[config.mk]
export PLATFORM = sky130hd
export DESIGN_NAME = sorted_priority_queue_unit
export DESIGN_NICKNAME = d
export VERILOG_FILES = /design/src/rtl/spq_pkg.sv /design/src/rtl/spq_cmp.sv /design/src/rtl/sorted_priority_queue_unit.sv
export SDC_FILE = /design/constraint.sdc
export NUM_CORES = 2
export LEC_CHECK = 0
export BUFFER_PORTS_ARGS = -buffer_cell sky130_fd_sc_hd__buf_2
export CAP_MARGIN = 20
export CELL_PAD_IN_SITES_DETAIL_PLACEMENT = 1
export CELL_PAD_IN_SITES_GLOBAL_PLACEMENT = 1
export CORE_MARGIN = 5
export CORE_UTILIZATION = 45
export DETAILED_ROUTE_END_ITERATION = 10
export PLACE_DENSITY = 0.81
export SYNTH_ARGS = -nofsm -noshare
export SYNTH_HDL_FRONTEND = slang
export SYNTH_HIERARCHICAL = 1
export SYNTH_SLANG_ARGS = --single-unit
[constraint.sdc]
create_clock -name clk_i -period 8.1 [get_ports clk_i]
set_clock_uncertainty 0.15 [all_clocks]
set_input_delay 0.81 -clock clk_i [delete_from_list [all_inputs] [get_ports clk_i]]
set_output_delay 0.81 -clock clk_i [all_outputs]
set_load 0.005 [all_outputs]
[src/rtl/spq_pkg.sv]
`default_nettype none

package spq_pkg;

  localparam int CAPACITY = 16;
  localparam int CNT_W    = $clog2(CAPACITY + 1);
  localparam int IDX_W    = $clog2(CAPACITY);
  localparam int ECNT_W   = 5;

  typedef enum logic {
    OP_ADD    = 1'b0,
    OP_REMOVE = 1'b1
  } op_e;

  typedef enum logic [1:0] {
    ST_OK        = 2'd0,
    ST_EMPTY     = 2'd1,
    ST_FULL      = 2'd2,
    ST_ZERO_PRIO = 2'd3
  } status_e;

  typedef struct packed {
    op_e                op;
    logic signed [31:0] entry_value;
    logic        [30:0] entry_priority;
  } in_item_t;

  typedef struct packed {
    logic signed [31:0] removed_value;
    logic               removed_valid;
    logic signed [31:0] head_value;
    logic        [30:0] head_priority;
    logic [ECNT_W-1:0]  entry_count;
    logic               is_empty;
    status_e            status;
  } out_item_t;

  typedef struct packed {
    logic        [30:0] prio;
    logic signed [31:0] value;
  } slot_t;

endpackage

`default_nettype wire

[src/rtl/spq_cmp.sv]
`default_nettype none

module spq_cmp (
  input  spq_pkg::slot_t a_i,
  input  spq_pkg::slot_t b_i,
  output logic           before_o
);
  import spq_pkg::*;

  logic prio_lt;
  logic prio_eq;
  logic value_le;

  assign prio_lt  = a_i.prio < b_i.prio;
  assign prio_eq  = a_i.prio == b_i.prio;
  assign value_le = a_i.value <= b_i.value;
  assign before_o = prio_lt || (prio_eq && value_le);

endmodule

`default_nettype wire

[src/rtl/sorted_priority_queue_unit.sv]
`default_nettype none

// Channel | Direction | Handshake                   | Payload
// input   | in        | in_valid_i / in_ready_o     | in_item_i  (spq_pkg::in_item_t)
// output  | out       | out_valid_o / out_ready_i   | out_item_o (spq_pkg::out_item_t)
//
// One item at a time; in_ready_o is high only while the sequencer is idle.
// Add: from the tail, entries the new one goes before move back; then it is written.
// Remove: returns the head and moves the rest forward; errors skip to the result.
// Each moved entry costs one read and one write of the slot memory; add checks it
// with the one shared comparator.
// Reset clears the count and control; slot memory is not cleared.
// A stalled result holds in the output register; the next result waits and blocks input.

module sorted_priority_queue_unit (
  input  logic               clk_i,
  input  logic               rst_ni,
  input  logic               in_valid_i,
  output logic               in_ready_o,
  input  spq_pkg::in_item_t  in_item_i,
  output logic               out_valid_o,
  input  logic               out_ready_i,
  output spq_pkg::out_item_t out_item_o
);
  import spq_pkg::*;

  typedef enum logic [5:0] {
    S_IDLE    = 6'b000001,
    S_ADD_RD  = 6'b000010,
    S_ADD_CMP = 6'b000100,
    S_REM_RD  = 6'b001000,
    S_REM_WR  = 6'b010000,
    S_DONE    = 6'b100000
  } state_e;

  state_e             state_q, state_d;
  logic [CNT_W-1:0]   cnt_q, cnt_d;
  logic [CNT_W-1:0]   k_q, k_d;
  logic [CNT_W-1:0]   km1;
  slot_t              new_q, new_d;
  slot_t              head_q, head_d;
  status_e            status_q, status_d;
  logic signed [31:0] rem_val_q, rem_val_d;
  logic               rem_vld_q, rem_vld_d;
  out_item_t          out_q, out_d;
  logic               out_valid_q, out_valid_d;

  slot_t              slot_mem_q [CAPACITY];
  slot_t              rd_q;
  logic               rd_en;
  logic [IDX_W-1:0]   rd_addr;
  logic               wr_en;
  logic [IDX_W-1:0]   wr_addr;
  slot_t              wr_data;
  logic               goes_first;

  spq_cmp u_cmp (
    .a_i      (new_q),
    .b_i      (rd_q),
    .before_o (goes_first)
  );

  assign km1 = k_q - CNT_W'(1);

  always_ff @(posedge clk_i) begin
    if (wr_en) begin
      slot_mem_q[wr_addr] <= wr_data;
    end
    if (rd_en) begin
      rd_q <= slot_mem_q[rd_addr];
    end
  end

  always_comb begin
    state_d     = state_q;
    cnt_d       = cnt_q;
    k_d         = k_q;
    new_d       = new_q;
    head_d      = head_q;
    status_d    = status_q;
    rem_val_d   = rem_val_q;
    rem_vld_d   = rem_vld_q;
    out_d       = out_q;
    out_valid_d = out_valid_q && !out_ready_i;
    in_ready_o  = 1'b0;
    rd_en       = 1'b0;
    rd_addr     = k_q[IDX_W-1:0];
    wr_en       = 1'b0;
    wr_addr     = k_q[IDX_W-1:0];
    wr_data     = new_q;

    case (state_q)
      S_IDLE: begin
        in_ready_o = 1'b1;
        if (in_valid_i) begin
          new_d.prio  = in_item_i.entry_priority;
          new_d.value = in_item_i.entry_value;
          status_d    = ST_OK;
          rem_val_d   = '0;
          rem_vld_d   = 1'b0;
          if (in_item_i.op == OP_REMOVE) begin
            if (cnt_q == '0) begin
              status_d = ST_EMPTY;
              state_d  = S_DONE;
            end else begin
              rem_val_d = head_q.value;
              rem_vld_d = 1'b1;
              k_d       = CNT_W'(1);
              state_d   = S_REM_RD;
            end
          end else if (in_item_i.entry_priority == '0) begin
            status_d = ST_ZERO_PRIO;
            state_d  = S_DONE;
          end else if (cnt_q == CNT_W'(CAPACITY)) begin
            status_d = ST_FULL;
            state_d  = S_DONE;
          end else begin
            k_d     = cnt_q;
            state_d = S_ADD_RD;
          end
        end
      end
      S_ADD_RD: begin
        if (k_q == '0) begin
          wr_en   = 1'b1;
          head_d  = new_q;
          cnt_d   = cnt_q + CNT_W'(1);
          state_d = S_DONE;
        end else begin
          rd_en   = 1'b1;
          rd_addr = km1[IDX_W-1:0];
          state_d = S_ADD_CMP;
        end
      end
      S_ADD_CMP: begin
        wr_en = 1'b1;
        if (goes_first) begin
          wr_data = rd_q;
          k_d     = km1;
          state_d = S_ADD_RD;
        end else begin
          cnt_d   = cnt_q + CNT_W'(1);
          state_d = S_DONE;
        end
      end
      S_REM_RD: begin
        if (k_q == cnt_q) begin
          cnt_d   = km1;
          state_d = S_DONE;
        end else begin
          rd_en   = 1'b1;
          state_d = S_REM_WR;
        end
      end
      S_REM_WR: begin
        wr_en   = 1'b1;
        wr_addr = km1[IDX_W-1:0];
        wr_data = rd_q;
        if (k_q == CNT_W'(1)) begin
          head_d = rd_q;
        end
        k_d     = k_q + CNT_W'(1);
        state_d = S_REM_RD;
      end
      S_DONE: begin
        if (!out_valid_q || out_ready_i) begin
          out_d.removed_value = rem_val_q;
          out_d.removed_valid = rem_vld_q;
          out_d.head_value    = (cnt_q == '0) ? '0 : head_q.value;
          out_d.head_priority = (cnt_q == '0) ? '0 : head_q.prio;
          out_d.entry_count   = ECNT_W'(cnt_q);
          out_d.is_empty      = (cnt_q == '0);
          out_d.status        = status_q;
          out_valid_d         = 1'b1;
          state_d             = S_IDLE;
        end
      end
      default: begin
        state_d = S_IDLE;
      end
    endcase
  end

  always_ff @(posedge clk_i or negedge rst_ni) begin
    if (!rst_ni) begin
      state_q     <= S_IDLE;
      cnt_q       <= '0;
      out_valid_q <= 1'b0;
    end else begin
      state_q     <= state_d;
      cnt_q       <= cnt_d;
      out_valid_q <= out_valid_d;
    end
  end

  always_ff @(posedge clk_i) begin
    k_q       <= k_d;
    new_q     <= new_d;
    head_q    <= head_d;
    status_q  <= status_d;
    rem_val_q <= rem_val_d;
    rem_vld_q <= rem_vld_d;
    out_q     <= out_d;
  end

  assign out_valid_o = out_valid_q;
  assign out_item_o  = out_q;

endmodule

`default_nettype wire

==> impl_metrics.yaml <==
outcome:
  status: "completed"
synthesis:
  yosysWarnings: 6
  synth-edff-count: 1341
  syn_nets: 3730
  ys_ff_latch: 1353
  syn_area_um2: 59860
  ys_types: 82
  syn_inst: 3592
  avgSynthCellArea_um2: 16.67
  synthFlopType: "edfxtp_1"
  async_reset_ff_share_pct: 0.8869
  ys_seq_area_share_pct: 67.77
clocking:
  cts_buffers: 145
  post_cts_buffers: 0
  cts-root-buf: "clkbuf_16"
  cts_resized: 0
  htreeDepth: 4
  cts.sinks: 1353
  cts_buffer_depth: 3
  path_clk_slew_ns: 0.06
  clk_latency_ns: 0.79
  cts_tree: "yes"
  cts_hold_buffers: 1
cells_and_area:
  final_cell_mix: "edfxtp_1 (1341), nand2_1 (585), mux4_2 (380), a21oi_1 (210), buf_2 (174)"
  final_nets: 3879
  multi_input_area_um2: 18240
  utilization_pct: 51.27
  nFillCells: 12251
  layout_commonest_cell: "edfxtp_1"
  seq_area_um2: 40570
  area_growth_pct: 12.87
  drive_gt1_share_pct: 24.83
die:
  num_rows: 133
  initial_core_util_pct: 45.42
  die_x_um: 374.7
  die_h_um: 374.7
  ios: 174
  die-area_um2: 140400
  core-area_um2: 131800
setup_path:
  crit_family: "simple AND/OR/NAND/NOR gates"
  r2r-end: "rd_q[14]"
  required_ns: 8.47
  crit_path_end: "rd_q[14]"
  crit_chain: "or4b_1, nand3_4, buf_4, a31oi_4, buf_4, or2_2, o2111a_1, or4_1"
  crit_path_frequent_cell: "buf_4"
  reg2reg_from: "k_q[2]"
  cp-startpoint: "k_q[2]"
  critPathBufInv: 2
  crit_cells: 8
  crit_path_end_kind: "flop"
  startpoint_type: "flop"
  r2r_slack_ns: 2.90
  critPathMaxFanout: 63
  worstPathArrival_ns: 5.57
  crit_type: "flop to flop"
  max_stage_delay_ns: 0.87
  crit_slowest_cell: "buf_4"
  reg2reg_depth: 8
drt:
  viasPerCell: 6.533
  dr.pass1.iters: 6
  post-route-drc-count: 0
  finalWirelength_mm: 178.8
  vias: 36722
  ant_nets: 0
  drt_iter0_drc: 4707
  wl_per_cell_um: 31.82
sta:
  fin_setup_tns_ns: 0
  finalMaxSlewViolations: 0
  hold_viol: 0
  rsz0062_at_grt: "false"
  fin_hold_ws_ns: 0.05577
  min_period_ns: 5.205
  fin_crit_sh_pct: 64.25
  worst_slew_pin_slew_ns: 1.183
  setup_viol: 0
  fmax_mhz: 192.1
  slew_headroom_pct: 21.14
worst_hold_path:
  hold_path.class: "input pin to flop"
placement:
  place_congestion: 0.7964
  dp_hpwl_mm: 104.6
  io_buffers: 173
global_routing:
  grt_pass1_wl_mm: 261.8
  first_global_vias: 38532
  grt_usage_pct: 25.11
  antenna_found_initial: 13
  grt-ovfl-total: 0
  grt_max_degree: 131
power_and_ir_drop:
  power_density_nw_per_um2: 326.9
  total_power_mw: 22.09
  p_leak_nw: 22.69
  max-vdd-ir-drop_v: 0.0002349
job:
  max_cap_violations: 0
-- layout make-up --
| type | instances | share of cell area [%] |
|---|---|---|
| Sequential cell | 1353 | 60.05 |
| Inverter | 81 | 0.4593 |
| Antenna cell | 4 | 0.01481 |
| Timing Repair Buffer | 235 | 2.178 |
| Tap cell | 1755 | 3.250 |
| Clock buffer | 167 | 5.554 |
| Clock inverter | 101 | 1.507 |
| Multi-Input combinational cell | 1925 | 26.99 |
-- registers in the layout, indices dropped and copies added, names as in the netlist --
| register | cells |
|---|---|
| out_valid_o | 1 |
| out_item_o | 104 |
| rd_q | 63 |
| slot_mem_q | 1008 |
| head_q | 63 |
| state_q | 6 |
| cnt_q | 5 |
| status_q | 2 |
| k_q | 5 |
| new_q | 63 |
| rem_val_q | 32 |
| rem_vld_q | 1 |
-- metal layers --
| metal | vias to the layer above | share of wire, % | wire (µm) | track usage [%] |
|---|---|---|---|---|
| li1 | 14580 | - | - | - |
| met1 | 19412 | 38 | 68180 | 33.92 |
| met2 | 2312 | 48 | 85690 | 40.58 |
| met3 | 414 | 10 | 18660 | 5.322 |
| met4 | 4 | 3.5 | 6282 | 9.156 |
| met5 | - | 0.015 | 27 | 0 |
-- how the worst min path moves through the flow --
stage	startpoint	to	slack, ns	cells after the start
after global routing	in_item_i[44]	new_q[13]	0.02	1
after detailed placement	rem_vld_q	out_item_o[71]	0.26	0
final	in_item_i[44]	new_q[13]	0.06	1
after CTS	in_item_i[44]	new_q[13]	0.003	1
after global placement	rem_val_q[17]	out_item_o[89]	0.25	0
after floorplan	status_q[0]	out_item_o[0]	0.25	0
-- power breakdown --
part	internal (mW)	switching [mW]
sequential	8.82	0.355
clock	3.81	2.84
combinational	2.32	3.94
-- metrics by stage --
stage	instance area (µm²)	setup WS, ns	std cells
final	67570	2.895	5621
after global routing	67560	2.884	5617
after CTS	67500	3.029	5614
after detailed placement	62720	3.056	5345
after global placement	62720	3.184	5345
after floorplan	59870	1.831	3592
-- synthesized netlist by cell type, drive strengths merged (57+ instances only) --
| master | number | area share, % |
|---|---|---|
| buf | 93 | 0.80 |
| a21oi | 212 | 1.8 |
| or2 | 59 | 0.62 |
| and2 | 66 | 0.69 |
| edfxtp | 1341 | 67 |
| ha | 70 | 1.5 |
| clkbuf | 140 | 0.88 |
| nand2 | 588 | 3.7 |
| mux4 | 380 | 14 |
| mux2 | 66 | 1.2 |
| or4 | 57 | 0.71 |
| o22a | 58 | 0.85 |
| inv | 81 | 0.51 |
-- logic make-up after synthesis --
| family | after synthesis | share of synthesized area (%) |
|---|---|---|
| fa+ha+maj | 70 | 1.463 |
| buf+inv | 314 | 2.190 |
| xor+xnor | 9 | 0.1317 |
| mux | 468 | 15.91 |
| compound gates | 444 | 5.114 |
| flops | 1353 | 67.77 |
| simple gates | 934 | 7.418 |
Power figures use the tool's default switching activity.
